`config.mk`:
```
export PLATFORM = sky130hd
export DESIGN_NAME = wsd_qtab
export DESIGN_NICKNAME = d
export VERILOG_FILES = /design/src/hdl/wsd_pkg.sv /design/src/hdl/wsd_qtab.sv
export SDC_FILE = /design/constraint.sdc
export NUM_CORES = 1
export LEC_CHECK = 0
export ABC_AREA = 1
export BUFFER_PORTS_ARGS = -buffer_cell sky130_fd_sc_hd__buf_2
export CAP_MARGIN = 20
export CELL_PAD_IN_SITES_DETAIL_PLACEMENT = 0
export CELL_PAD_IN_SITES_GLOBAL_PLACEMENT = 2
export CORE_MARGIN = 2
export CORE_UTILIZATION = 40
export DETAILED_ROUTE_END_ITERATION = 10
export PLACE_DENSITY = 0.93
export SETUP_SLACK_MARGIN = 0.3
export SLEW_MARGIN = 40
export SYNTH_ARGS = -nofsm -noshare
export SYNTH_HDL_FRONTEND = slang
export SYNTH_SLANG_ARGS = --single-unit
```
`constraint.sdc`:
```
create_clock -name i_clk -period 11.2 [get_ports i_clk]
set_input_delay 3.36 -clock i_clk [delete_from_list [all_inputs] [get_ports i_clk]]
set_output_delay 3.36 -clock i_clk [all_outputs]
set_load 0.005 [all_outputs]
```
`src/hdl/wsd_pkg.sv`:
```
`timescale 1ns / 1ps
// Shared types, sizes and helpers for the work-stealing deque set.
// No dependencies; used by every other file of the block except wsd_ram.
package wsd_pkg;

    localparam int MAX_LISTS   = 8;
    localparam int QUEUE_DEPTH = 64;

    localparam int STORE_DEPTH = MAX_LISTS * QUEUE_DEPTH;
    localparam int ADDR_W      = $clog2(STORE_DEPTH);
    localparam int SLOT_W      = (QUEUE_DEPTH > 1) ? $clog2(QUEUE_DEPTH) : 1;
    localparam int FILL_W      = $clog2(QUEUE_DEPTH + 1);
    localparam int LIST_W      = (MAX_LISTS > 1) ? $clog2(MAX_LISTS) : 1;
    localparam int LNUM_W      = $clog2(MAX_LISTS + 1);

    // fixed field widths
    localparam int REQ_W    = 2;
    localparam int LIDX_W   = 3;
    localparam int BASE_W   = 64;
    localparam int SIZE_W   = 32;
    localparam int REGION_W = 64;
    localparam int LCOUNT_W = 7;
    localparam int CUR_W    = 3;
    localparam int CFG_W    = 4;

    localparam logic [CFG_W-1:0] ACTIVE_RESET = 4'd8;

    typedef enum logic [REQ_W-1:0] {
        REQ_PUSH  = 2'd0,
        REQ_DIST  = 2'd1,
        REQ_GET   = 2'd2,
        REQ_CLEAR = 2'd3
    } t_req;

    typedef struct packed {
        logic [BASE_W-1:0]   base;
        logic [SIZE_W-1:0]   size;
        logic [REGION_W-1:0] region;
        logic                comp;
    } t_item;

    localparam int ITEM_W = $bits(t_item);

    // queue table operations
    typedef enum logic [2:0] {
        Q_NONE,
        Q_PUSH,
        Q_POP_BACK,
        Q_POP_FRONT,
        Q_CLEAR
    } t_qop;

    typedef struct packed {
        t_qop              op;
        logic [LIST_W-1:0] idx;
    } t_qcmd;

    typedef struct packed {
        logic [FILL_W-1:0] fill;
        logic [SLOT_W-1:0] front;
        logic [SLOT_W-1:0] tail_slot;   // first free slot
        logic [SLOT_W-1:0] last_slot;   // newest item
        logic              all_empty;
    } t_qstat;

    function automatic logic [SLOT_W-1:0] wrap_slot(input logic [SLOT_W:0] s);
        logic [SLOT_W:0] r;
        r = (s >= (SLOT_W+1)'(QUEUE_DEPTH)) ? s - (SLOT_W+1)'(QUEUE_DEPTH) : s;
        return r[SLOT_W-1:0];
    endfunction

    function automatic logic [ADDR_W-1:0] slot_addr(input logic [LIST_W-1:0] q,
                                                     input logic [SLOT_W-1:0] s);
        return ADDR_W'(q) * ADDR_W'(QUEUE_DEPTH) + ADDR_W'(s);
    endfunction

endpackage

```
`src/hdl/wsd_qtab.sv`:
```
`timescale 1ns / 1ps
// Per-queue front pointer and fill count, one indexed read and update a cycle.
// Depends on wsd_pkg.
module wsd_qtab (
    input  logic                        i_clk,
    input  logic                        i_rst_n,
    input  wsd_pkg::t_qcmd              i_cmd,
    input  logic [wsd_pkg::LNUM_W-1:0]  i_live,
    output wsd_pkg::t_qstat             o_stat
);

    logic [wsd_pkg::FILL_W-1:0] r_fill  [wsd_pkg::MAX_LISTS];
    logic [wsd_pkg::SLOT_W-1:0] r_front [wsd_pkg::MAX_LISTS];

    logic                        w_idx_ok;
    logic [wsd_pkg::FILL_W-1:0]  w_fill;
    logic [wsd_pkg::SLOT_W-1:0]  w_front;
    logic [wsd_pkg::SLOT_W:0]    w_sum;
    logic                        w_empty;

    assign w_idx_ok = int'(i_cmd.idx) < wsd_pkg::MAX_LISTS;
    assign w_fill   = w_idx_ok ? r_fill[i_cmd.idx]  : '0;
    assign w_front  = w_idx_ok ? r_front[i_cmd.idx] : '0;
    assign w_sum    = (wsd_pkg::SLOT_W+1)'(w_front) + (wsd_pkg::SLOT_W+1)'(w_fill);

    always_comb begin
        w_empty = 1'b1;
        for (int k = 0; k < wsd_pkg::MAX_LISTS; k++) begin
            if (k < int'(i_live) && r_fill[k] != '0) begin
                w_empty = 1'b0;
            end
        end
    end

    always_comb begin
        o_stat.fill      = w_fill;
        o_stat.front     = w_front;
        o_stat.tail_slot = wsd_pkg::wrap_slot(w_sum);
        o_stat.last_slot = wsd_pkg::wrap_slot(w_sum - 1'b1);
        o_stat.all_empty = w_empty;
    end

    always_ff @(posedge i_clk) begin
        if (!i_rst_n) begin
            for (int k = 0; k < wsd_pkg::MAX_LISTS; k++) begin
                r_fill[k]  <= '0;
                r_front[k] <= '0;
            end
        end else if (w_idx_ok) begin
            unique case (i_cmd.op)
                wsd_pkg::Q_PUSH: begin
                    r_fill[i_cmd.idx] <= w_fill + 1'b1;
                end
                wsd_pkg::Q_POP_BACK: begin
                    r_fill[i_cmd.idx] <= w_fill - 1'b1;
                end
                wsd_pkg::Q_POP_FRONT: begin
                    r_fill[i_cmd.idx]  <= w_fill - 1'b1;
                    r_front[i_cmd.idx] <= wsd_pkg::wrap_slot((wsd_pkg::SLOT_W+1)'(w_front) + 1'b1);
                end
                wsd_pkg::Q_CLEAR: begin
                    r_fill[i_cmd.idx]  <= '0;
                    r_front[i_cmd.idx] <= '0;
                end
                default: begin
                end
            endcase
        end
    end

endmodule

```
==> out/results.ini <==
[outcome]
status = completed

[clock_tree]
cts_sinks = 104
cts_buffer_depth = 2
cts_tree = yes
numCtsBuffers = 9
ctsResizeCount = 0
postCtsHoldBufs = 0
clk_pin_slew_worst_paths_ns = 0.07
cts-htree-levels = 3
root_buffer = clkbuf_16
clkLatencyLatePin_ns = 0.34
post_cts_buffers = 0

[synthesis]
ys_ff_latch = 104
synth_top_flop_cell = edfxtp_1
synth_top_cell_area_share = 0.537
synthTopCellsByCount = nand2_1 (239), nor2_1 (124), edfxtp_1 (104), inv_1 (45), nand3_1 (22)
synth.most_common_cell = nand2_1
synth_warnings = 0
ys_types = 39
synth_cells = 684
synth_enable_flop_cells = 104
synth.cell_area_sq_um = 5810
synth_nets = 706
yosysTopAreaCell = edfxtp_1
avgSynthCellArea_sq_um = 8.49
synthArstFlopShare = 0
synth_seq_area_share = 0.537
ys_top_cells_by_area = edfxtp_1 (54%), nand2_1 (15%), nor2_1 (8.0%)

[critical_path]
ff2ff_path_depth = 11
cp-start-kind = input port
rr_startpoint = r_fill[0][1]
cp_max_fo = 23
r2r-end = r_fill[2][1]
worstSetupPathType = in -> out
r2r_setup_slack_ns = 8.69
crit_path_end_kind = output pin
arrival_ns = 6.25
worstPathRequired_ns = 7.84

[cells_and_area]
n_antenna_cell = 0
drive_gt1_frac = 0.148
design_area_sq_um = 6400
area_growth_syn_to_layout_pct = 10.2
final_nets = 739

[worst_hold_path]
hold_depth = 5
hold_path_class = reg -> reg
hold_start = r_front[4][0]
hold_path_end = r_front[3][3]

[detailed_routing]
drt_first_iter_violations = 465
route.detailed.drc = 0
viasPerCell = 5.23
wl_microns = 16100
wire_per_inst_microns = 17.8
first_pass_iters = 5
drt.antenna.violating_nets = 0
dr_total_vias = 4734

[sta]
drv_slew = 0
rsz0062_at_grt = false
setup_ws_ns = 1.59
period_minus_slack_ns = 9.61
tns_ns = 0
hold_slack_ns = 1.15
final-setup-viol-count = 0
hold_viol = 0
finalClockSkew_ns = 0.00687
tightest_slew_ns = 0.791
max_freq_ghz = 0.104
maxSlewHeadroom = 0.471
finalCritPeriodShare = 0.858

[placement]
place_area_sq_um = 6110
dp_hpwl_microns = 12100
io_buffers = 37
place_congestion = 0.871
place_ws_ns = 1.61

[pwr]
clockPowerShare = 0.334
p_switching_uw = 259
leakage_uw = 0.00276
comb_power_share = 0.177
switching_share = 0.279
pwr-share-seq = 0.489
ir_drop_v = 0.0000808
powerDensity_nw_per_um2 = 145
total_power_uw = 927
p_int_uw = 668

[floorplanning]
start_util = 0.404
die_x_microns = 125
dieArea_sq_um = 15500
die_h_microns = 125
io_pins = 38
num_rows = 44
coreArea_sq_um = 14400

[global_routing]
grt_pass1_vias = 4557
grt_max_degree = 40
antenna_found_initial = 0
grt_pass1_wl_microns = 25300
overflow = 0
grt_usage = 0.211

[run]
maxCapViolCount = 0

-- final cells by class --
cell class | instances | area (sq um)
Clock buffer | 11 | 233
Timing Repair Buffer | 39 | 200
Inverter | 56 | 213
Clock inverter | 5 | 56.3
Sequential cell | 104 | 3120
Tap cell | 184 | 230
Fill cell | 1447 | 7970
Multi-Input combinational cell | 507 | 2350
-- how the worst max path moves through the flow --
stage / start / end / depth (start not counted)
finish: i_cmd[1] / o_stat[6] / 17
global route: i_cmd[1] / o_stat[6] / 17
CTS: i_cmd[1] / o_stat[6] / 17
detailed placement: i_cmd[1] / o_stat[6] / 17
global placement: i_cmd[1] / o_stat[6] / 17
floorplan: i_cmd[0] / o_stat[6] / 16
-- power by group through the flow --
stage	Combinational (uW)	Clock [uW]	Sequential [uW]
after global routing	181	329	454
after global placement	162	0	461
after detailed placement	164	0	462
after floorplan	105	0	457
after CTS	165	312	453
final	164	309	453
-- sequential cells by signal, summed over array words and instances (netlist names) --
signal   cells
r_front     48
r_fill      56
-- stage by stage --
step                      utilization  instances
after global routing            0.446        906
after CTS                       0.446        906
after global placement          0.426        890
after detailed placement        0.426        890
after floorplan                     -        684
final                           0.446        906
-- placed cells by master, fill, tap and decap left out, drive strengths merged --
cell / n
a21oi: 17
a22oi: 2
a31oi: 1
buf: 39
bufinv: 1
clkbuf: 11
clkinv: 4
edfxtp: 104
fa: 1
ha: 9
inv: 56
mux2i: 1
nand2: 253
nand3: 31
nand4: 6
nor2: 138
nor3: 4
nor4: 7
o2111ai: 1
o21a: 1
o21ai: 21
o21bai: 1
o22ai: 1
o41ai: 1
or2: 4
xnor2: 2
xor2: 5
-- cell families after synthesis --
kind of cell / count (synthesis) / synth area share
buffers and inverters: 73 / 0.0584
muxes: 1 / 0.00172
AOI/OAI and AO/OA: 46 / 0.0450
xor gates and xnor gates: 7 / 0.0106
adders and majority gates: 10 / 0.0228
and+or+nand+nor: 443 / 0.324
DFF: 104 / 0.537
-- critical path: stages --
cell	delay, ns
buf_2	0.36
inv_2	0.24
nor2_2	0.16
nand2_1	0.07
inv_2	0.13
nand2_1	0.06
nand2_1	0.06
inv_1	0.04
nand4_2	0.17
ha_1	0.20
inv_1	0.06
fa_1	0.39
o21ai_0	0.24
xor2_1	0.29
nor3_1	0.09
xor2_1	0.16
buf_2	0.13
-- routing by layer --
metal / global-route usage / vias to the layer above / wire (microns)
met3: 0.0288 / 17 / 964
li1: - / 2293 / -
met5: 0 / - / 0
met1: 0.301 / 2251 / 7350
met4: 0.0568 / 0 / 238
met2: 0.341 / 173 / 7550
Power figures use the tool's default switching activity.
