[src/hdl/wsd_ram.sv]
`timescale 1ns / 1ps
// Generic single-write, single-read RAM with registered read data.
// No dependencies.
module wsd_ram #(
    parameter int WIDTH = 8,
    parameter int DEPTH = 16
) (
    input  logic                                    i_clk,
    input  logic                                    i_we,
    input  logic [((DEPTH > 1) ? $clog2(DEPTH) : 1)-1:0] i_waddr,
    input  logic [WIDTH-1:0]                        i_wdata,
    input  logic                                    i_re,
    input  logic [((DEPTH > 1) ? $clog2(DEPTH) : 1)-1:0] i_raddr,
    output logic [WIDTH-1:0]                        o_rdata
);

    logic [WIDTH-1:0] r_mem [DEPTH];
    logic [WIDTH-1:0] r_rdata;

    always_ff @(posedge i_clk) begin
        if (i_we) begin
            r_mem[i_waddr] <= i_wdata;
        end
        if (i_re) begin
            r_rdata <= r_mem[i_raddr];
        end
    end

    assign o_rdata = r_rdata;

endmodule

[config.mk]
export PLATFORM = sky130hd
export DESIGN_NAME = wsd_ram
export DESIGN_NICKNAME = d
export VERILOG_FILES = /design/src/hdl/wsd_ram.sv
export SDC_FILE = /design/constraint.sdc
export NUM_CORES = 1
export LEC_CHECK = 0
export ABC_AREA = 1
export BUFFER_PORTS_ARGS = -buffer_cell sky130_fd_sc_hd__buf_2
export CAP_MARGIN = 20
export CORE_ASPECT_RATIO = 1.5
export CORE_MARGIN = 3
export CORE_UTILIZATION = 25
export CTS_CLUSTER_DIAMETER = 40
export DETAILED_ROUTE_END_ITERATION = 12
export HOLD_SLACK_MARGIN = 0.02
export SYNTH_ARGS = -nofsm -noshare
export SYNTH_HDL_FRONTEND = slang
export SYNTH_SLANG_ARGS = --single-unit
[constraint.sdc]
create_clock -name i_clk -period 4 [get_ports i_clk]
set_clock_uncertainty 0.15 [all_clocks]
set_input_delay 0.8 -clock i_clk [delete_from_list [all_inputs] [get_ports i_clk]]
set_output_delay 0.8 -clock i_clk [all_outputs]
set_load 0.02 [all_outputs]
==> flow_metrics.env, run 1 <==
export IMPL_yosys_warnings=0
export IMPL_post_cts_setup_buffers=0
export IMPL_critPathMaxStageDelay_ns=0.51
export IMPL_antenna_found_initial=0
export IMPL_drt_iter0_markers=256
export IMPL_max_vdd_ir_drop_uv=272
export IMPL_critical_path_class="input pin to flip-flop"
export IMPL_cpMostUsedCell="nand3_1"
export IMPL_antenna_cells=0
export IMPL_synthToLayoutAreaGrowth_pct=15.7
export IMPL_wl_um=13500
export IMPL_clk_pin_slew_ns=0.06
export IMPL_slew_headroom_pct=31.1
export IMPL_grt_pass1_wl_um=20900
export IMPL_place_inst=834
export IMPL_holdBufCountCts=0
export IMPL_ff_latch_area_mm2=0.00408
export IMPL_multiInputGateArea_mm2=0.00121
export IMPL_power_mw=3.27
export IMPL_hpwl_um=8540
export IMPL_rsz0062_at_grt="false"
export IMPL_cp_data_arrival_time_ns=2.14
export IMPL_ys_seq_area_share_pct=69.8
export IMPL_synth_seq_cells=136
export IMPL_die_area_mm2=0.0253
export IMPL_num_vias=3737
export IMPL_final_core_util_pct=29.9
export IMPL_cts_htree_levels=4
export IMPL_overflow=0
export IMPL_portBuffers=26
export IMPL_clk_latency_ns=0.40
export IMPL_syn_area_mm2=0.00585
export IMPL_placed_area_mm2=0.00619
export IMPL_setup_ws_ns=1.86
export IMPL_holdCritPathClass="flip-flop to flip-flop"
export IMPL_fp_row_count=67
export IMPL_required_ns=4.00
export IMPL_cp_slowest_cell="buf_4"
export IMPL_cts_root_buffer="clkbuf_16"
export IMPL_synth_cell_types=11
export IMPL_critical_path_endpoint="o_rdata[1]$_DFFE_PP_"
export IMPL_start_util_pct=25.8
export IMPL_cp_cell_sequence="buf_2, inv_2, buf_4, nand2_1, nand3_1, nand3_1, nand3_1, nand2_1"
export IMPL_cp_start_kind="input pin"
export IMPL_place_congestion=0.768
export IMPL_grt_usage_pct=11.0
export IMPL_rr_startpoint="r_mem[9][1]$_DFFE_PP_"
export IMPL_synth_nets=570
export IMPL_regToRegSetupSlack_ns=2.64
export IMPL_regToRegEndpoint="o_rdata[1]$_DFFE_PP_"
export IMPL_hold_viol=0
export IMPL_status="finished, final reports clean"
export IMPL_cts_sinks=136
export IMPL_fin_cells=867
export IMPL_cts_resized=0
export IMPL_cts_buffers=17
export IMPL_synth_cells=551
export IMPL_setup_violations=0
export IMPL_worst_r2r_path_depth=6
export IMPL_fin_crit_sh_pct=53.4
export IMPL_pre_cts_ws_ns=1.40
export IMPL_drtAntennaViolNets=0
export IMPL_leakage_nw=2.83
export IMPL_die_width_um=131
export IMPL_worst_slew_pin_slew_ns=1.03
export IMPL_min_period_ns=2.14
export IMPL_grt_max_degree=65
export IMPL_crit_path_end_kind="flip-flop"
export IMPL_io_pins=27
export IMPL_stdcell_area_mm2=0.00676
export IMPL_fin_tns_setup_ns=0
export IMPL_cts_buffer_depth=2
export IMPL_drive_gt1_share_pct=10.7
export IMPL_critPathMaxFanout=54
export IMPL_core_mm2=0.0226
export IMPL_drv_slew=0
export IMPL_cts_tree="done"
export IMPL_die_y_um=193
export IMPL_startpoint="i_raddr[0]"
export IMPL_drt_wirelength_per_cell_um=15.6
export IMPL_clock_fmax_mhz=468
export IMPL_syn_avg_cell_area_um2=10.6
export IMPL_fin_nets=597
export IMPL_drc=0
export IMPL_power_density_mw_per_mm2=483
export IMPL_vias_per_cell=4.31
export IMPL_grt_pass1_vias=3666
export IMPL_dr_pass1_iters=5
export IMPL_whs_ns=0.594
export IMPL_num_fill_cells=2296
export IMPL_drv_cap=0
-- placed cells by master (no fill, tap or decap), types with 3 or more instances in the layout --
cell,count
inv_1,100
clkinv_2,5
buf_4,6
nand3_1,97
edfxtp_1,136
clkinv_1,3
clkbuf_16,17
nor2_1,17
nand2_1,173
clkinvlp_4,3
buf_2,26
-- cell type report --
| type | instances | area share [%] |
|---|---|---|
| Clock inverter | 15 | 2.02 |
| Tap cell | 276 | 5.11 |
| Inverter | 102 | 5.66 |
| Timing Repair Buffer | 32 | 2.59 |
| Multi-Input combinational cell | 289 | 17.9 |
| Sequential cell | 136 | 60.4 |
| Clock buffer | 17 | 6.29 |
-- sequential cells by signal, indices dropped and copies added (netlist names) --
signal	count
r_mem	128
o_rdata	8
-- metal layers --
metal / part of all wire (%) / vias to the layer above / track usage (%)
met4: 2.4 / 0 / 4.77
met3: 6.4 / 23 / 2.57
met5: 0 / - / 0
met2: 50 / 127 / 18.3
li1: - / 1831 / -
met1: 41 / 1756 / 13.5
-- report_power, final --
part           leakage [nW]  switching [mW]  internal (mW)  total [mW]
Sequential             1.24         0.00780           1.61        1.61
Clock                 0.271           0.558          0.904        1.46
Combinational          1.32           0.140         0.0503       0.190
-- Yosys cell counts --
| cell type | instances | area [um2] |
|---|---|---|
| inv_1 | 100 | 375 |
| buf_6 | 6 | 67.6 |
| nor2_1 | 17 | 63.8 |
| edfxtp_1 | 136 | 4080 |
| inv_2 | 2 | 7.51 |
| buf_4 | 4 | 30.0 |
| nand2_1 | 173 | 649 |
| buf_2 | 13 | 65.1 |
| nand3_1 | 97 | 485 |
| buf_1 | 1 | 3.75 |
| nand3b_1 | 2 | 15.0 |
-- logic make-up (layout without fill, tap and decap cells) --
group / count (synthesis) / in the layout / share of synthesized area, %
AND/OR/NAND/NOR: 289 / 289 / 20.8
flip-flops: 136 / 136 / 69.8
buffers and inverters: 126 / 166 / 9.39
-- critical path, delay by kind of cell --
family / cells / cell delay (ns)
and+or+nand+nor: 5 / 0.55
buffers and inverters: 3 / 0.78
-- worst min path at each step --
| stage | from | to | slack (ns) | depth (start not counted) |
|---|---|---|---|---|
| 3_3_place_gp | r_mem[8][4]$_DFFE_PP_ | o_rdata[4]$_DFFE_PP_ | 0.59 | 6 |
| 6_report | r_mem[4][6]$_DFFE_PP_ | o_rdata[6]$_DFFE_PP_ | 0.59 | 6 |
| 3_5_place_dp | r_mem[4][6]$_DFFE_PP_ | o_rdata[6]$_DFFE_PP_ | 0.58 | 6 |
| 4_1_cts | i_re | o_rdata[1]$_DFFE_PP_ | 0.59 | 1 |
| 5_1_grt | i_re | o_rdata[3]$_DFFE_PP_ | 0.60 | 1 |
| 2_1_floorplan | r_mem[10][0]$_DFFE_PP_ | o_rdata[0]$_DFFE_PP_ | 0.53 | 6 |
Note: power is estimated with default switching activity, not from simulation.
==> inputs of run 2 (changes only) <==
--- a/config.mk
+++ b/config.mk
@@ -5,7 +5,7 @@
 export SDC_FILE = /design/constraint.sdc
 export NUM_CORES = 1
 export LEC_CHECK = 0
-export ABC_AREA = 1
+export ABC_AREA = 0
 export BUFFER_PORTS_ARGS = -buffer_cell sky130_fd_sc_hd__buf_2
 export CAP_MARGIN = 20
 export CORE_ASPECT_RATIO = 1.5
==> constraint.sdc (replaced) <==
create_clock -name i_clk -period 2.2 [get_ports i_clk]
set_clock_uncertainty 0.15 [all_clocks]
set_input_delay 0.44 -clock i_clk [delete_from_list [all_inputs] [get_ports i_clk]]
set_output_delay 0.44 -clock i_clk [all_outputs]
set_load 0.02 [all_outputs]
==> run 2 against run 1 <==
Compared with the run above: global-route usage shrank 1.0 points; non-clock buffer count grew 16; utilization grew 1.2 points; sequential share of layout area grew 3.7 points; area after synthesis shrank 11%; cell area shrank 5.7%; setup slack lost 1.4 ns; critical path depth shrank 3; critical endpoint is now o_rdata[2]$_DFFE_PP_.
==> flow_metrics.env, run 2 <==
export IMPL_synth_top_cells_by_count="edfxtp_1 (136), mux4_2 (18), a22oi_1 (16)"
export IMPL_cp_cell_sequence="buf_2, buf_12, mux4_1, a22oi_1, nand2_1"
export IMPL_antenna_cells=0
export IMPL_overflow=0
export IMPL_synth_seq_cells=136
export IMPL_synth_most_common_cell="edfxtp_1"
export IMPL_syn_avg_cell_area_um2=22.8
export IMPL_synth_cells=229
export IMPL_final_core_util_pct=31.1
export IMPL_synthTopCellsByArea="edfxtp_1 (78%), mux4_2 (7.8%), mux4_1 (7.0%)"
export IMPL_max_vdd_ir_drop_uv=515
export IMPL_worst_slew_pin_slew_ns=0.390
export IMPL_grt_usage_pct=9.96
export IMPL_drv_slew=0
export IMPL_largest_register="r_mem"
export IMPL_hold_viol=0
export IMPL_synthToLayoutAreaGrowth_pct=21.9
export IMPL_final_common_cell="edfxtp_1"
export IMPL_largest_reg_flops=128
export IMPL_fin_nets=305
export IMPL_cts_sinks=136
export IMPL_vias_per_cell=4.32
export IMPL_synth_cell_types=18
export IMPL_die_area_mm2=0.0227
export IMPL_rsz0062_at_grt="false"
export IMPL_cp_data_arrival_time_ns=1.73
export IMPL_holdBufCountCts=0
export IMPL_synth_nets=248
export IMPL_drive_gt1_share_pct=32.2
export IMPL_whs_ns=0.262
export IMPL_setup_violations=0
export IMPL_core_mm2=0.0205
export IMPL_num_fill_cells=2006
export IMPL_grt_pass1_vias=2670
export IMPL_antenna_found_initial=0
export IMPL_cts_htree_levels=4
export IMPL_power_mw=6.02
export IMPL_grt_pass1_wl_um=16400
export IMPL_critical_path_class="input pin to flip-flop"
export IMPL_num_vias=2430
export IMPL_min_period_ns=1.74
export IMPL_cts_tree="done"
export IMPL_die_y_um=183
export IMPL_drt_iter0_markers=168
export IMPL_post_cts_setup_buffers=0
export IMPL_clk_latency_ns=0.41
export IMPL_cp_slowest_cell="mux4_1"
export IMPL_grt_max_degree=33
export IMPL_dr_pass1_iters=4
export IMPL_drv_cap=0
export IMPL_synth_flop_cell="edfxtp_1"
export IMPL_portBuffers=26
export IMPL_cts_buffer_depth=2
export IMPL_fp_row_count=64
export IMPL_synth_edff_count=136
export IMPL_cts_resized=0
export IMPL_cts_root_buffer="clkbuf_16"
export IMPL_synth_top_area_cell="edfxtp_1"
export IMPL_yosys_warnings=0
export IMPL_status="finished, final reports clean"
export IMPL_wl_um=10400
export IMPL_yosys_area_top_type_share_pct=78.1
export IMPL_drc=0
export IMPL_hpwl_um=7120
export IMPL_critPathMaxStageDelay_ns=0.59
export IMPL_place_congestion=0.740
export IMPL_holdCritPathClass="input pin to flip-flop"
export IMPL_syn_area_mm2=0.00523
export IMPL_synth_async_reset_ratio_pct=0
export IMPL_required_ns=2.20
export IMPL_cts_buffers=17
export IMPL_power_density_mw_per_mm2=945
export IMPL_critPathMaxFanout=21
export IMPL_clock_fmax_mhz=576
export IMPL_fin_crit_sh_pct=78.9
export IMPL_drt_wirelength_per_cell_um=18.6
export IMPL_slew_headroom_pct=74.0
export IMPL_cp_start_kind="input pin"
export IMPL_final_cell_mix="edfxtp_1 (136), buf_2 (26), buf_4 (20), mux4_2 (18), clkbuf_16 (17)"
export IMPL_clk_pin_slew_ns=0.06
export IMPL_leakage_nw=2.11
export IMPL_io_pins=27
export IMPL_start_util_pct=25.5
export IMPL_crit_path_end_kind="flip-flop"
export IMPL_drtAntennaViolNets=0
export IMPL_die_width_um=124
export IMPL_ys_seq_area_share_pct=78.1
## run 2: critical path, delay by kind of cell
family	cells	cell delay, ns
muxes	1	0.59
buffers and inverters	2	0.32
AOI/OAI and AO/OA	1	0.26
and+or+nand+nor	1	0.11
## run 2: area by class of cell
cell class	count	area, um2	area share, %
multi-input cells	83	1060	16.6
flip-flops and latches	136	4080	64.1
clock inverters	14	158	2.47
repair buffers	48	320	5.02
well taps	264	330	5.18
clock buffers	17	425	6.67
## run 2: kinds of logic after synthesis
kind of cell / Yosys count / share of synthesized area (%)
simple gates: 35 / 3.14
mux: 32 / 14.8
flops: 136 / 78.1
buf+inv: 10 / 1.65
compound gates: 16 / 2.30
## run 2: power breakdown
part           internal [mW]  switching, mW  total [mW]
combinational          0.117          0.164       0.281
clock                   1.76           1.05        2.81
sequential              2.92         0.0165        2.94
total                   4.80           1.23        6.02
## run 2: routing by layer
layer | track usage (%) | routed length, um | up-vias
met5 | 0 | 0 | -
met4 | 2.76 | 78 | 0
met3 | 2.96 | 437 | 9
met2 | 16.9 | 5630 | 56
met1 | 12.3 | 4290 | 1271
li1 | - | - | 1094
## run 2: final timing paths
path                     startpoint                    to  slack, ns  cells after the start
min                            i_re  o_rdata[7]$_DFFE_PP_       0.26                      1
max reg2reg   r_mem[1][2]$_DFFE_PP_  o_rdata[2]$_DFFE_PP_       0.53                      3
max                      i_raddr[0]  o_rdata[2]$_DFFE_PP_       0.46                      5
min reg2reg  r_mem[14][4]$_DFFE_PP_  o_rdata[4]$_DFFE_PP_       0.59                      3
## run 2: metrics by stage
stage	cell area [um2]	cells	TNS (ns)	setup WS, ns
finish	6370	562	0	0.464
global route	6370	562	0	0.371
CTS	6370	562	0	0.428
detailed placement	5790	531	-0.00731	-0.00731
global placement	5790	531	0	0.00685
floorplan	5230	229	0	0.117
==> inputs of run 3 (changes only) <==
==> constraint.sdc (replaced) <==
create_clock -name i_clk -period 1.6 [get_ports i_clk]
set_clock_uncertainty 0.15 [all_clocks]
set_input_delay 0.32 -clock i_clk [delete_from_list [all_inputs] [get_ports i_clk]]
set_output_delay 0.32 -clock i_clk [all_outputs]
set_load 0.02 [all_outputs]
==> run 3 against run 2 <==
Compared with the run above: highest routed layer unchanged; cell area is 2.2% higher; clock-buffer cell count up 1; cell count is 2.0% higher; global-route usage rose by 0.42 points; non-clock buffer count up 10; critical endpoint is now o_rdata[7]$_DFFE_PP_; die area stayed put; via count up 1.2%.
==> flow_metrics.env, run 3 (synthesis gave the netlist of run 2 again) <==
export IMPL_status="finished, final reports clean"
export IMPL_drv_slew=0
export IMPL_fin_cells=573
export IMPL_hold_viol=0
export IMPL_antenna_found_initial=0
export IMPL_vias_per_cell=4.29
export IMPL_cts_buffers=17
export IMPL_slew_headroom_pct=38.6
export IMPL_die_area_mm2=0.0227
export IMPL_grt_usage_pct=10.4
export IMPL_max_vdd_ir_drop_uv=728
export IMPL_io_pins=27
export IMPL_holdCritPathClass="input pin to flip-flop"
export IMPL_grt_max_degree=17
export IMPL_final_common_cell="edfxtp_1"
export IMPL_required_ns=1.60
export IMPL_power_density_mw_per_mm2=1250
export IMPL_portBuffers=26
export IMPL_place_congestion=0.743
export IMPL_cts_buffer_depth=2
export IMPL_holdBufCountCts=0
export IMPL_drv_cap=0
export IMPL_hpwl_um=7710
export IMPL_overflow=0
export IMPL_clk_pin_slew_ns=0.06
export IMPL_stdcell_area_mm2=0.00652
export IMPL_cp_data_arrival_time_ns=1.55
export IMPL_drc=0
export IMPL_cts_sinks=136
export IMPL_place_inst=538
export IMPL_routed_wl_met3_um=600
export IMPL_final_core_util_pct=31.8
export IMPL_cts_htree_levels=4
export IMPL_worst_slew_pin_slew_ns=0.917
export IMPL_critPathMaxFanout=1
export IMPL_rsz0062_at_grt="true"
export IMPL_wl_um=10800
export IMPL_drtAntennaViolNets=0
export IMPL_core_mm2=0.0205
export IMPL_crit_path_end_kind="flip-flop"
export IMPL_leakage_nw=2.13
export IMPL_antenna_cells=0
export IMPL_fin_nets=315
export IMPL_worst_r2r_path_depth=3
export IMPL_final_cell_mix="edfxtp_1 (136), mux4_2 (29), buf_2 (25), buf_4 (25), clkbuf_16 (17)"
export IMPL_clk_latency_ns=0.41
export IMPL_start_util_pct=25.5
export IMPL_cp_start_kind="flip-flop"
export IMPL_fin_crit_sh_pct=96.9
export IMPL_min_period_ns=1.55
export IMPL_met1_length_um=3990
export IMPL_highest_layer="met4"
export IMPL_drive_gt1_share_pct=42.1
export IMPL_dr_pass1_iters=4
export IMPL_hold_depth=1
export IMPL_largest_register="r_mem"
export IMPL_largest_reg_flops=128
export IMPL_critical_path_class="flip-flop to flip-flop"
export IMPL_synthToLayoutAreaGrowth_pct=24.7
export IMPL_cts_root_buffer="clkbuf_16"
export IMPL_setup_violations=0
export IMPL_grt_pass1_wl_um=16800
export IMPL_drt_iter0_markers=156
export IMPL_grt_pass1_vias=2753
export IMPL_power_mw=8.16
export IMPL_die_y_um=183
export IMPL_num_vias=2460
export IMPL_cts_tree="done"
export IMPL_fp_row_count=64
export IMPL_die_width_um=124
export IMPL_drt_wirelength_per_cell_um=18.9
export IMPL_clock_fmax_mhz=645
export IMPL_placed_area_mm2=0.00588
export IMPL_route_met2_wl_um=6020
export IMPL_fin_tns_setup_ns=0
==> run 3: cell types whose count changed in the layout (fill, tap and decap cells not counted), sizes merged <==
cell / before / now
buf: 48 / 57
bufinv: 3 / 1
clkbuf: 17 / 19
clkinv: 7 / 4
inv: 1 / 6
==> run 3: stage by stage <==
| step | worst slack [ns] | hold WS (ns) |
|---|---|---|
| final | 0.0494 | 0.134 |
| after detailed placement | -0.440 | 0.567 |
| after global placement | -0.463 | 0.545 |
| after CTS | 0.00326 | 0.135 |
| after global routing | -0.00871 | 0.131 |
| after floorplan | -0.0890 | 0.269 |
==> run 3: area by class of cell <==
cell class,instances,area [um2]
tap,264,330
fill,1983,14000
clock inverter,14,140
timing repair buffer,58,460
multi-input combinational,83,1070
sequential,136,4080
clock buffer,18,429
==> run 3: worst max-delay path: stages (launching register included) <==
cell	delay [ns]
edfxtp_1	0.35
mux4_2	0.48
a22oi_2	0.21
nand2_1	0.10
==> run 3: final timing paths <==
kind	slack (ns)	end	startpoint
setup / recovery	0.05	o_rdata[7]$_DFFE_PP_	r_mem[3][7]$_DFFE_PP_
hold / removal	0.13	o_rdata[0]$_DFFE_PP_	i_re
setup reg to reg	0.05	o_rdata[7]$_DFFE_PP_	r_mem[3][7]$_DFFE_PP_
hold reg to reg	0.60	o_rdata[6]$_DFFE_PP_	r_mem[14][6]$_DFFE_PP_
==> run 3: layer usage <==
layer  global-route usage, %  up-vias
met5                       0        -
met4                    4.04        0
met3                    3.70       14
met2                    18.3       63
met1                    11.2     1277
li1                        -     1106
==> run 3: what timing repair did <==
item,4_1_cts,5_1_grt
hold endpoints to repair,0,0
resized for setup,1,6
gates cloned,0,0
endpoints found under the setup margin,2,7
buffers inserted,3,0
pin swaps,0,1
==> run 3: report_power, final <==
part / switching [mW] / internal, mW / total, mW
Combinational: 0.240 / 0.195 / 0.434
Clock: 1.51 / 2.17 / 3.69
Sequential: 0.0219 / 4.01 / 4.04
Total: 1.77 / 6.38 / 8.16
