==> config.mk <==
export PLATFORM = sky130hd
export DESIGN_NAME = wsd_seq_flat
export DESIGN_NICKNAME = d
export VERILOG_FILES = /design/src/hdl/wsd_pkg.sv /design/src/hdl/wsd_if.sv /design/src/hdl/wsd_seq.sv /design/src/flat_wrapper.sv
export SDC_FILE = /design/constraint.sdc
export NUM_CORES = 1
export LEC_CHECK = 0
export ABC_AREA = 1
export BUFFER_PORTS_ARGS = -buffer_cell sky130_fd_sc_hd__buf_2
export CAP_MARGIN = 25
export CORE_AREA = 8 8 274 276
export CTS_CLUSTER_SIZE = 24
export DETAILED_ROUTE_END_ITERATION = 6
export DIE_AREA = 0 0 282 284
export SETUP_SLACK_MARGIN = 0.3
export SYNTH_ARGS = -nofsm -noshare
export SYNTH_HDL_FRONTEND = slang
export SYNTH_SLANG_ARGS = --single-unit
==> constraint.sdc <==
create_clock -name i_clk -period 21.2 [get_ports i_clk]
set_clock_uncertainty 0.2 [all_clocks]
set_input_delay 2.12 -clock i_clk [delete_from_list [all_inputs] [get_ports i_clk]]
set_output_delay 2.12 -clock i_clk [all_outputs]
set_load 0.01 [all_outputs]
==> src/hdl/wsd_pkg.sv <==
`timescale 1ns / 1ps
// Shared types, sizes and helpers for the work-stealing deque set.
// No dependencies; used by every other file of the block except wsd_ram.
package wsd_pkg;

    localparam int MAX_LISTS   = 8;
    localparam int QUEUE_DEPTH = 64;

    localparam int STORE_DEPTH = MAX_LISTS * QUEUE_DEPTH;
    localparam int ADDR_W      = $clog2(STORE_DEPTH);
    localparam int SLOT_W      = (QUEUE_DEPTH > 1) ? $clog2(QUEUE_DEPTH) : 1;
    localparam int FILL_W      = $clog2(QUEUE_DEPTH + 1);
    localparam int LIST_W      = (MAX_LISTS > 1) ? $clog2(MAX_LISTS) : 1;
    localparam int LNUM_W      = $clog2(MAX_LISTS + 1);

    // fixed field widths
    localparam int REQ_W    = 2;
    localparam int LIDX_W   = 3;
    localparam int BASE_W   = 64;
    localparam int SIZE_W   = 32;
    localparam int REGION_W = 64;
    localparam int LCOUNT_W = 7;
    localparam int CUR_W    = 3;
    localparam int CFG_W    = 4;

    localparam logic [CFG_W-1:0] ACTIVE_RESET = 4'd8;

    typedef enum logic [REQ_W-1:0] {
        REQ_PUSH  = 2'd0,
        REQ_DIST  = 2'd1,
        REQ_GET   = 2'd2,
        REQ_CLEAR = 2'd3
    } t_req;

    typedef struct packed {
        logic [BASE_W-1:0]   base;
        logic [SIZE_W-1:0]   size;
        logic [REGION_W-1:0] region;
        logic                comp;
    } t_item;

    localparam int ITEM_W = $bits(t_item);

    // queue table operations
    typedef enum logic [2:0] {
        Q_NONE,
        Q_PUSH,
        Q_POP_BACK,
        Q_POP_FRONT,
        Q_CLEAR
    } t_qop;

    typedef struct packed {
        t_qop              op;
        logic [LIST_W-1:0] idx;
    } t_qcmd;

    typedef struct packed {
        logic [FILL_W-1:0] fill;
        logic [SLOT_W-1:0] front;
        logic [SLOT_W-1:0] tail_slot;   // first free slot
        logic [SLOT_W-1:0] last_slot;   // newest item
        logic              all_empty;
    } t_qstat;

    function automatic logic [SLOT_W-1:0] wrap_slot(input logic [SLOT_W:0] s);
        logic [SLOT_W:0] r;
        r = (s >= (SLOT_W+1)'(QUEUE_DEPTH)) ? s - (SLOT_W+1)'(QUEUE_DEPTH) : s;
        return r[SLOT_W-1:0];
    endfunction

    function automatic logic [ADDR_W-1:0] slot_addr(input logic [LIST_W-1:0] q,
                                                     input logic [SLOT_W-1:0] s);
        return ADDR_W'(q) * ADDR_W'(QUEUE_DEPTH) + ADDR_W'(s);
    endfunction

endpackage

==> src/hdl/wsd_if.sv <==
`timescale 1ns / 1ps
// Request and response channel interfaces (valid/ready) of the deque set.
// Depends on wsd_pkg for field widths.
interface wsd_req_if;
    logic                           valid;
    logic                           ready;
    logic [wsd_pkg::REQ_W-1:0]      req_type;
    logic [wsd_pkg::LIDX_W-1:0]     list_index;
    logic                           batch_start;
    logic [wsd_pkg::BASE_W-1:0]     page_base;
    logic [wsd_pkg::SIZE_W-1:0]     page_size;
    logic [wsd_pkg::REGION_W-1:0]   region_id;
    logic                           needs_compaction;

    modport source (output valid, req_type, list_index, batch_start, page_base,
                    page_size, region_id, needs_compaction, input ready);
    modport sink   (input valid, req_type, list_index, batch_start, page_base,
                    page_size, region_id, needs_compaction, output ready);
endinterface

interface wsd_rsp_if;
    logic                           valid;
    logic                           ready;
    logic                           found;
    logic                           was_stolen;
    logic [wsd_pkg::LIDX_W-1:0]     source_list;
    logic [wsd_pkg::BASE_W-1:0]     out_page_base;
    logic [wsd_pkg::SIZE_W-1:0]     out_page_size;
    logic [wsd_pkg::REGION_W-1:0]   out_region_id;
    logic                           out_compaction;
    logic                           push_dropped;
    logic                           all_empty;
    logic [wsd_pkg::LCOUNT_W-1:0]   list_count;

    modport source (output valid, found, was_stolen, source_list, out_page_base,
                    out_page_size, out_region_id, out_compaction, push_dropped,
                    all_empty, list_count, input ready);
    modport sink   (input valid, found, was_stolen, source_list, out_page_base,
                    out_page_size, out_region_id, out_compaction, push_dropped,
                    all_empty, list_count, output ready);
endinterface

==> src/hdl/wsd_seq.sv <==
`timescale 1ns / 1ps
// Request sequencer: plans each request, drives the queue table and the item
// RAM one step a cycle, scans for a victim, holds the response register.
// Depends on wsd_pkg and wsd_if.
module wsd_seq (
    input  logic                          i_clk,
    input  logic                          i_rst_n,
    input  logic [wsd_pkg::CFG_W-1:0]     i_active,
    wsd_req_if.sink                       i_req,
    wsd_rsp_if.source                     o_rsp,
    output wsd_pkg::t_qcmd                o_qcmd,
    input  wsd_pkg::t_qstat               i_qstat,
    output logic                          o_ram_we,
    output logic                          o_ram_re,
    output logic [wsd_pkg::ADDR_W-1:0]    o_ram_addr,
    output wsd_pkg::t_item                o_ram_wdata,
    input  wsd_pkg::t_item                i_ram_rdata
);

    typedef enum logic [2:0] {
        S_IDLE,
        S_PLAN,
        S_CHK,
        S_SRCH,
        S_RD,
        S_FIN
    } t_state;

    t_state                       r_state;
    wsd_pkg::t_req                r_req;
    logic [wsd_pkg::LIDX_W-1:0]   r_li;
    logic                         r_batch;
    wsd_pkg::t_item               r_item;
    logic [wsd_pkg::LIST_W-1:0]   r_q;
    logic [wsd_pkg::LNUM_W-1:0]   r_k;
    logic [wsd_pkg::CUR_W-1:0]    r_cursor;
    logic                         r_found;
    logic                         r_stolen;
    logic [wsd_pkg::LIST_W-1:0]   r_src;
    logic                         r_drop;

    logic                         r_ov;
    logic                         r_o_found;
    logic                         r_o_stolen;
    logic [wsd_pkg::LIDX_W-1:0]   r_o_src;
    wsd_pkg::t_item               r_o_item;
    logic                         r_o_drop;
    logic                         r_o_empty;
    logic [wsd_pkg::LCOUNT_W-1:0] r_o_count;

    logic [wsd_pkg::LNUM_W-1:0]   w_live;
    logic [wsd_pkg::LIST_W-1:0]   w_li;
    logic                         w_li_live;
    logic                         w_li_ok;
    logic                         w_full;
    logic                         w_has;
    logic                         w_is_add;
    logic [wsd_pkg::CUR_W-1:0]    w_cur;
    logic [wsd_pkg::LIST_W-1:0]   w_dq;
    logic [wsd_pkg::LNUM_W:0]     w_dq1;
    logic [wsd_pkg::LNUM_W:0]     w_q1;
    logic [wsd_pkg::LIST_W-1:0]   w_qnext;
    logic                         w_scan_end;
    logic                         w_out_free;

    // active count clamped to 1..MAX_LISTS
    always_comb begin
        priority if (i_active == '0) begin
            w_live = wsd_pkg::LNUM_W'(1);
        end else if (int'(i_active) > wsd_pkg::MAX_LISTS) begin
            w_live = wsd_pkg::LNUM_W'(wsd_pkg::MAX_LISTS);
        end else begin
            w_live = wsd_pkg::LNUM_W'(i_active);
        end
    end

    assign w_li       = wsd_pkg::LIST_W'(r_li);
    assign w_li_live  = int'(r_li) < int'(w_live);
    assign w_li_ok    = int'(r_li) < wsd_pkg::MAX_LISTS;
    assign w_full     = int'(i_qstat.fill) >= wsd_pkg::QUEUE_DEPTH;
    assign w_has      = i_qstat.fill != '0;
    assign w_is_add   = (r_req == wsd_pkg::REQ_PUSH) || (r_req == wsd_pkg::REQ_DIST);

    // round-robin target and next cursor
    assign w_cur   = r_batch ? '0 : r_cursor;
    assign w_dq    = (int'(w_cur) >= int'(w_live)) ? '0 : wsd_pkg::LIST_W'(w_cur);
    assign w_dq1   = (wsd_pkg::LNUM_W+1)'(w_dq) + 1'b1;

    // victim scan step, upward with wraparound
    assign w_q1       = (wsd_pkg::LNUM_W+1)'(r_q) + 1'b1;
    assign w_qnext    = (w_q1 >= (wsd_pkg::LNUM_W+1)'(w_live)) ? '0 : wsd_pkg::LIST_W'(w_q1);
    assign w_scan_end = ((wsd_pkg::LNUM_W+1)'(r_k) + 1'b1) >= (wsd_pkg::LNUM_W+1)'(w_live);

    assign w_out_free = !r_ov || o_rsp.ready;

    assign i_req.ready = (r_state == S_IDLE);
    assign o_ram_wdata = r_item;

    always_comb begin
        o_qcmd.op  = wsd_pkg::Q_NONE;
        o_qcmd.idx = r_q;
        o_ram_we   = 1'b0;
        o_ram_re   = 1'b0;
        o_ram_addr = wsd_pkg::slot_addr(r_q, i_qstat.tail_slot);
        unique case (r_state)
            S_PLAN: begin
                if (r_req == wsd_pkg::REQ_CLEAR && w_li_live) begin
                    o_qcmd.op  = wsd_pkg::Q_CLEAR;
                    o_qcmd.idx = w_li;
                end
            end
            S_CHK: begin
                if (w_is_add) begin
                    if (!w_full) begin
                        o_ram_we  = 1'b1;
                        o_qcmd.op = wsd_pkg::Q_PUSH;
                    end
                end else if (w_has) begin
                    o_ram_re   = 1'b1;
                    o_ram_addr = wsd_pkg::slot_addr(r_q, i_qstat.last_slot);
                    o_qcmd.op  = wsd_pkg::Q_POP_BACK;
                end
            end
            S_SRCH: begin
                if (w_has) begin
                    o_ram_re   = 1'b1;
                    o_ram_addr = wsd_pkg::slot_addr(r_q, i_qstat.front);
                    o_qcmd.op  = wsd_pkg::Q_POP_FRONT;
                end
            end
            default: begin
            end
        endcase
    end

    always_ff @(posedge i_clk) begin
        if (!i_rst_n) begin
            r_state  <= S_IDLE;
            r_q      <= '0;
            r_cursor <= '0;
            r_ov     <= 1'b0;
        end else begin
            // S_FIN reloads the output register itself
            if (o_rsp.valid && o_rsp.ready && r_state != S_FIN) begin
                r_ov <= 1'b0;
            end
            unique case (r_state)
                S_IDLE: begin
                    if (i_req.valid) begin
                        r_req         <= wsd_pkg::t_req'(i_req.req_type);
                        r_li          <= i_req.list_index;
                        r_batch       <= i_req.batch_start;
                        r_item.base   <= i_req.page_base;
                        r_item.size   <= i_req.page_size;
                        r_item.region <= i_req.region_id;
                        r_item.comp   <= i_req.needs_compaction;
                        r_found       <= 1'b0;
                        r_stolen      <= 1'b0;
                        r_src         <= '0;
                        r_drop        <= 1'b0;
                        r_state       <= S_PLAN;
                    end
                end
                S_PLAN: begin
                    r_q <= w_li;
                    unique case (r_req)
                        wsd_pkg::REQ_PUSH: begin
                            if (w_li_live) begin
                                r_state <= S_CHK;
                            end else begin
                                r_drop  <= 1'b1;
                                r_state <= S_FIN;
                            end
                        end
                        wsd_pkg::REQ_DIST: begin
                            r_q      <= w_dq;
                            r_cursor <= (w_dq1 >= (wsd_pkg::LNUM_W+1)'(w_live)) ?
                                        '0 : wsd_pkg::CUR_W'(w_dq1);
                            r_state  <= S_CHK;
                        end
                        wsd_pkg::REQ_GET: begin
                            r_state <= w_li_live ? S_CHK : S_FIN;
                        end
                        wsd_pkg::REQ_CLEAR: begin
                            r_state <= S_FIN;
                        end
                        default: begin
                            r_state <= S_FIN;
                        end
                    endcase
                end
                S_CHK: begin
                    if (w_is_add) begin
                        r_drop  <= w_full;
                        r_q     <= w_li;
                        r_state <= S_FIN;
                    end else if (w_has) begin
                        r_found <= 1'b1;
                        r_src   <= r_q;
                        r_state <= S_RD;
                    end else if (int'(w_live) <= 1) begin
                        r_q     <= w_li;
                        r_state <= S_FIN;
                    end else begin
                        r_q     <= w_qnext;
                        r_k     <= wsd_pkg::LNUM_W'(1);
                        r_state <= S_SRCH;
                    end
                end
                S_SRCH: begin
                    if (w_has) begin
                        r_found  <= 1'b1;
                        r_stolen <= 1'b1;
                        r_src    <= r_q;
                        r_state  <= S_RD;
                    end else if (w_scan_end) begin
                        r_q     <= w_li;
                        r_state <= S_FIN;
                    end else begin
                        r_k <= r_k + 1'b1;
                        r_q <= w_qnext;
                    end
                end
                S_RD: begin
                    r_item  <= i_ram_rdata;
                    r_q     <= w_li;
                    r_state <= S_FIN;
                end
                S_FIN: begin
                    if (w_out_free) begin
                        r_ov       <= 1'b1;
                        r_o_found  <= r_found;
                        r_o_stolen <= r_stolen;
                        r_o_src    <= wsd_pkg::LIDX_W'(r_src);
                        r_o_item   <= r_found ? r_item : '0;
                        r_o_drop   <= r_drop;
                        r_o_empty  <= i_qstat.all_empty;
                        r_o_count  <= w_li_ok ? wsd_pkg::LCOUNT_W'(i_qstat.fill) : '0;
                        r_state    <= S_IDLE;
                    end
                end
                default: begin
                    r_state <= S_IDLE;
                end
            endcase
        end
    end

    assign o_rsp.valid          = r_ov;
    assign o_rsp.found          = r_o_found;
    assign o_rsp.was_stolen     = r_o_stolen;
    assign o_rsp.source_list    = r_o_src;
    assign o_rsp.out_page_base  = r_o_item.base;
    assign o_rsp.out_page_size  = r_o_item.size;
    assign o_rsp.out_region_id  = r_o_item.region;
    assign o_rsp.out_compaction = r_o_item.comp;
    assign o_rsp.push_dropped   = r_o_drop;
    assign o_rsp.all_empty      = r_o_empty;
    assign o_rsp.list_count     = r_o_count;

    a_read_lands: assert property (@(posedge i_clk) disable iff (!i_rst_n)
        o_ram_re |=> r_state == S_RD)
        else $error("RAM read not followed by capture");

    a_no_write_full: assert property (@(posedge i_clk) disable iff (!i_rst_n)
        o_ram_we |-> (!w_full && r_state == S_CHK))
        else $error("item written into a full queue");

    a_fill_bound: assert property (@(posedge i_clk) disable iff (!i_rst_n)
        int'(i_qstat.fill) <= wsd_pkg::QUEUE_DEPTH)
        else $error("queue fill above depth");

    a_stolen_found: assert property (@(posedge i_clk) disable iff (!i_rst_n)
        (o_rsp.valid && o_rsp.was_stolen) |-> o_rsp.found)
        else $error("steal flagged without an item");

    a_none_zero: assert property (@(posedge i_clk) disable iff (!i_rst_n)
        (o_rsp.valid && !o_rsp.found) |->
            (o_rsp.out_page_base == '0 && o_rsp.out_region_id == '0
             && o_rsp.source_list == '0))
        else $error("empty response carries item data");

endmodule

==> src/flat_wrapper.sv <==
// flat-port wrapper written by rule: the top's interface ports become plain ports
module wsd_seq_flat 
  (i_clk, i_rst_n, i_active, o_qcmd, i_qstat, o_ram_we, o_ram_re, o_ram_addr, o_ram_wdata, i_ram_rdata, i_req_valid, i_req_req_type, i_req_list_index, i_req_batch_start, i_req_page_base, i_req_page_size, i_req_region_id, i_req_needs_compaction, i_req_ready, o_rsp_valid, o_rsp_found, o_rsp_was_stolen, o_rsp_source_list, o_rsp_out_page_base, o_rsp_out_page_size, o_rsp_out_region_id, o_rsp_out_compaction, o_rsp_push_dropped, o_rsp_all_empty, o_rsp_list_count, o_rsp_ready);
  wsd_req_if i_req_i ();
  wsd_rsp_if o_rsp_i ();
  input  logic i_clk;
  input  logic i_rst_n;
  input  logic [wsd_pkg::CFG_W-1:0] i_active;
  output wsd_pkg::t_qcmd o_qcmd;
  input  wsd_pkg::t_qstat i_qstat;
  output logic o_ram_we;
  output logic o_ram_re;
  output logic [wsd_pkg::ADDR_W-1:0] o_ram_addr;
  output wsd_pkg::t_item o_ram_wdata;
  input  wsd_pkg::t_item i_ram_rdata;
  input wire logic [$bits(i_req_i.valid)-1:0] i_req_valid;
  input wire logic [$bits(i_req_i.req_type)-1:0] i_req_req_type;
  input wire logic [$bits(i_req_i.list_index)-1:0] i_req_list_index;
  input wire logic [$bits(i_req_i.batch_start)-1:0] i_req_batch_start;
  input wire logic [$bits(i_req_i.page_base)-1:0] i_req_page_base;
  input wire logic [$bits(i_req_i.page_size)-1:0] i_req_page_size;
  input wire logic [$bits(i_req_i.region_id)-1:0] i_req_region_id;
  input wire logic [$bits(i_req_i.needs_compaction)-1:0] i_req_needs_compaction;
  output wire logic [$bits(i_req_i.ready)-1:0] i_req_ready;
  output wire logic [$bits(o_rsp_i.valid)-1:0] o_rsp_valid;
  output wire logic [$bits(o_rsp_i.found)-1:0] o_rsp_found;
  output wire logic [$bits(o_rsp_i.was_stolen)-1:0] o_rsp_was_stolen;
  output wire logic [$bits(o_rsp_i.source_list)-1:0] o_rsp_source_list;
  output wire logic [$bits(o_rsp_i.out_page_base)-1:0] o_rsp_out_page_base;
  output wire logic [$bits(o_rsp_i.out_page_size)-1:0] o_rsp_out_page_size;
  output wire logic [$bits(o_rsp_i.out_region_id)-1:0] o_rsp_out_region_id;
  output wire logic [$bits(o_rsp_i.out_compaction)-1:0] o_rsp_out_compaction;
  output wire logic [$bits(o_rsp_i.push_dropped)-1:0] o_rsp_push_dropped;
  output wire logic [$bits(o_rsp_i.all_empty)-1:0] o_rsp_all_empty;
  output wire logic [$bits(o_rsp_i.list_count)-1:0] o_rsp_list_count;
  input wire logic [$bits(o_rsp_i.ready)-1:0] o_rsp_ready;
  assign i_req_i.valid = i_req_valid;
  assign i_req_i.req_type = i_req_req_type;
  assign i_req_i.list_index = i_req_list_index;
  assign i_req_i.batch_start = i_req_batch_start;
  assign i_req_i.page_base = i_req_page_base;
  assign i_req_i.page_size = i_req_page_size;
  assign i_req_i.region_id = i_req_region_id;
  assign i_req_i.needs_compaction = i_req_needs_compaction;
  assign i_req_ready = i_req_i.ready;
  assign o_rsp_valid = o_rsp_i.valid;
  assign o_rsp_found = o_rsp_i.found;
  assign o_rsp_was_stolen = o_rsp_i.was_stolen;
  assign o_rsp_source_list = o_rsp_i.source_list;
  assign o_rsp_out_page_base = o_rsp_i.out_page_base;
  assign o_rsp_out_page_size = o_rsp_i.out_page_size;
  assign o_rsp_out_region_id = o_rsp_i.out_region_id;
  assign o_rsp_out_compaction = o_rsp_i.out_compaction;
  assign o_rsp_push_dropped = o_rsp_i.push_dropped;
  assign o_rsp_all_empty = o_rsp_i.all_empty;
  assign o_rsp_list_count = o_rsp_i.list_count;
  assign o_rsp_i.ready = o_rsp_ready;
  wsd_seq u_core (.i_clk(i_clk), .i_rst_n(i_rst_n), .i_active(i_active), .i_req(i_req_i), .o_rsp(o_rsp_i), .o_qcmd(o_qcmd), .i_qstat(i_qstat), .o_ram_we(o_ram_we), .o_ram_re(o_ram_re), .o_ram_addr(o_ram_addr), .o_ram_wdata(o_ram_wdata), .i_ram_rdata(i_ram_rdata));
endmodule
==> metrics.txt <==
final net count around 2600; WHS Endpoint u_core.o_rsp.push_dropped; Final period util 0.2938; Core Rows 98; worst hold slack 228.3 ps; crit path time final 6229 ps; Setup Fix Bufs, Post-CTS 0; initial antenna violation count 5; cell-internal power 1.320 mW; CP required 18880 ps; WL final 56.40 mm; Hold Path Stages 0; GRT Total Usage 0.1331; Setup WS post-layout 14970 ps; layout cells sized above 1 0.3590; CTS Hold Bufs 0; core area 70750 µm²; routability cong. 0.8977; Hold Vio Cnt, Final 0; Hold Path Class reg2reg; Die ar. 80090 µm²; CTS tree yes; Max-slew headroom 0.3342; dpl cell area 20110 µm²; Initial Utilization 0.2188; Post-Place Worst Slack 14960 ps; synthesized area per cell between 10 and 15 µm²; peak supply drop 0.00006584 V; Pre-antenna DRT Iters 7; Gate power share 0.130; CP Class in2out; cell accounting for the most synthesized area edfxtp_1; chip width 282 µm; switch share 0.2621; Synth warnings 0; Crit. End Element primary output; Final Setup Violations 0; setup total negative slack 0 ps; I/O pin total ~720; RSZ-0062 raised after global routing false; PD cells about 83 nW/µm²; PostCTS Resize Cnt 0; Final ANT Viol Nets 0; wire length per cell 17.65 µm; largest net degree at the start of global routing between 150 and 200; clk_lat worst skew 550 ps; worst-margin pin slew 998.8 ps; Root Driver clkbuf_16; Static Leak about 11 nW; Max Cap Viol 0; status finished clean; Mapped Nets about 1900; vias in the first global route between 10000 and 15000; Mapped Area 15480 µm²; Clock power frac 0.391; fin util 0.3029; fin cells ~3200; Synth Instances 1498; Final Power 1.789 mW; total congestion overflow 0; CP Data Arrival Time about 4000 ps; Port Buffers 716; Area Overhead vs Synth 38.46%; Synth area leaders edfxtp_1, nand2_1, inv_1; dpl cells around 3100; most common cell after layout, fill and taps aside nand2_1; die height between 200 and 300 µm; H-tree depth 2; min-delay src u_core.r_drop; Residual DRC 0; CTS sink cnt 362; Bufs on Longest Clock Path 3; Non-Filler Cell Area, Final around 21000 µm²; Sw Pwr 469.0 µW; Reg power frac 0.479; via count about 12000; DR vias/cell about 3.9; Synth Register Bits 362; first-pass GRT wire length 80.47 mm; final number of max-transition violations 0; Yosys top cell area share 0.6829; Post-DP HPWL 44.20 mm; CTS clock-pin slew for the worst setup and hold paths around 60 ps; crit path launch type primary input; most frequent cells in the layout nand2_1, buf_2, edfxtp_1; post-synthesis sequential area ratio 0.6959; FMAX approximately 160 MHz; Num CTS Buffers 41; initial DRC count 966; CP Max Fanout 8; worst reg2reg startpoint u_core.r_state[0]; r2r setup slk approximately 18000 ps; R2R cell count 7; post-synth cell types 34; RR Endpoint u_core.o_ram_wdata[101]
how the worst max path moves through the flow:
stage,from,endpoint,slack [ps],cells after the start
6_report,i_active[3],o_qcmd[0],14970,12
5_1_grt,i_active[3],o_qcmd[0],14840,12
4_1_cts,i_active[3],o_qcmd[0],14960,12
3_5_place_dp,i_active[3],o_qcmd[0],14960,12
3_3_place_gp,i_active[3],o_qcmd[0],15030,12
2_1_floorplan,i_rst_n,u_core.o_rsp.all_empty,1250,2
area by class of cell:
cell class                      count  area (µm²)
Clock buffer                       49        1087
Tap cell                          950        1189
Antenna cell                        1       2.502
Timing Repair Buffer              727        3679
Clock inverter                     26       229.0
Inverter                          219       829.5
Sequential cell                   362       10770
Multi-Input combinational cell    862        3643
Fill cell                        7448       49320
synthesized netlist by cell type (all sizes together):
cell type and count:
nand2 731, edfxtp 352, inv 219, nor2 39
clkbuf 32, buf 23, a21oi 22, ha 20
nand3 17, dfxtp 10, o21ai 8, nor3 5
a211oi 4, o21a 3, nor4 2, o31ai 2
xnor2 2, a21boi 1, a31oi 1, and3 1
o2111ai 1, o21bai 1, or2 1, xor2 1
state kept, by name, summed over array words and instances, names as in the netlist, 2 cells and up:
signal and flops:
u_core.r_q 3, u_core.r_k 4, u_core.r_state 3, u_core.o_rsp.out_page_base 64, u_core.r_cursor 3, u_core.o_rsp.list_count 7, u_core.r_req 2, u_core.o_rsp.source_list 3
u_core.r_li 3, u_core.o_ram_wdata 161, u_core.o_rsp.out_page_size 32, u_core.r_src 3, u_core.o_rsp.out_region_id 64
critical path, cell delays in order:
cell and delay, ps:
buf_2 110, inv_1 210, nand2_1 220, ha_1 340, nand2_1 70, nand2_1 50
nand2_1 50, nand2_1 80, nor2_1 90, nand2_1 170, o21ai_0 230, buf_2 170
per-layer routing:
metal  global-route usage  vias to the layer above  wire length, µm
met5                    0                        -                0
met4              0.04094                        0             1493
met3              0.03453                       88             4744
met2               0.2297                      503            27830
met1               0.1608                     5729            22330
li1                     -                     6172                -
power groups by stage:
| stage | Clock [mW] | Combinational [mW] | Sequential [mW] |
|---|---|---|---|
| after global routing | 0.753 | 0.259 | 0.861 |
| final | 0.700 | 0.232 | 0.857 |
| after global placement | 0 | 0.233 | 0.872 |
| after CTS | 0.726 | 0.236 | 0.858 |
| after floorplan | 0 | 0.103 | 0.892 |
| after detailed placement | 0 | 0.235 | 0.872 |
cells by family after synthesis:
| group | share of synthesized area |
|---|---|
| buf+inv | 0.06985 |
| fa+ha+maj | 0.01617 |
| compound gates | 0.01690 |
| simple gates | 0.1995 |
| xor+xnor | 0.001698 |
| flops | 0.6959 |
No activity file was read; power rests on OpenSTA's default activity.
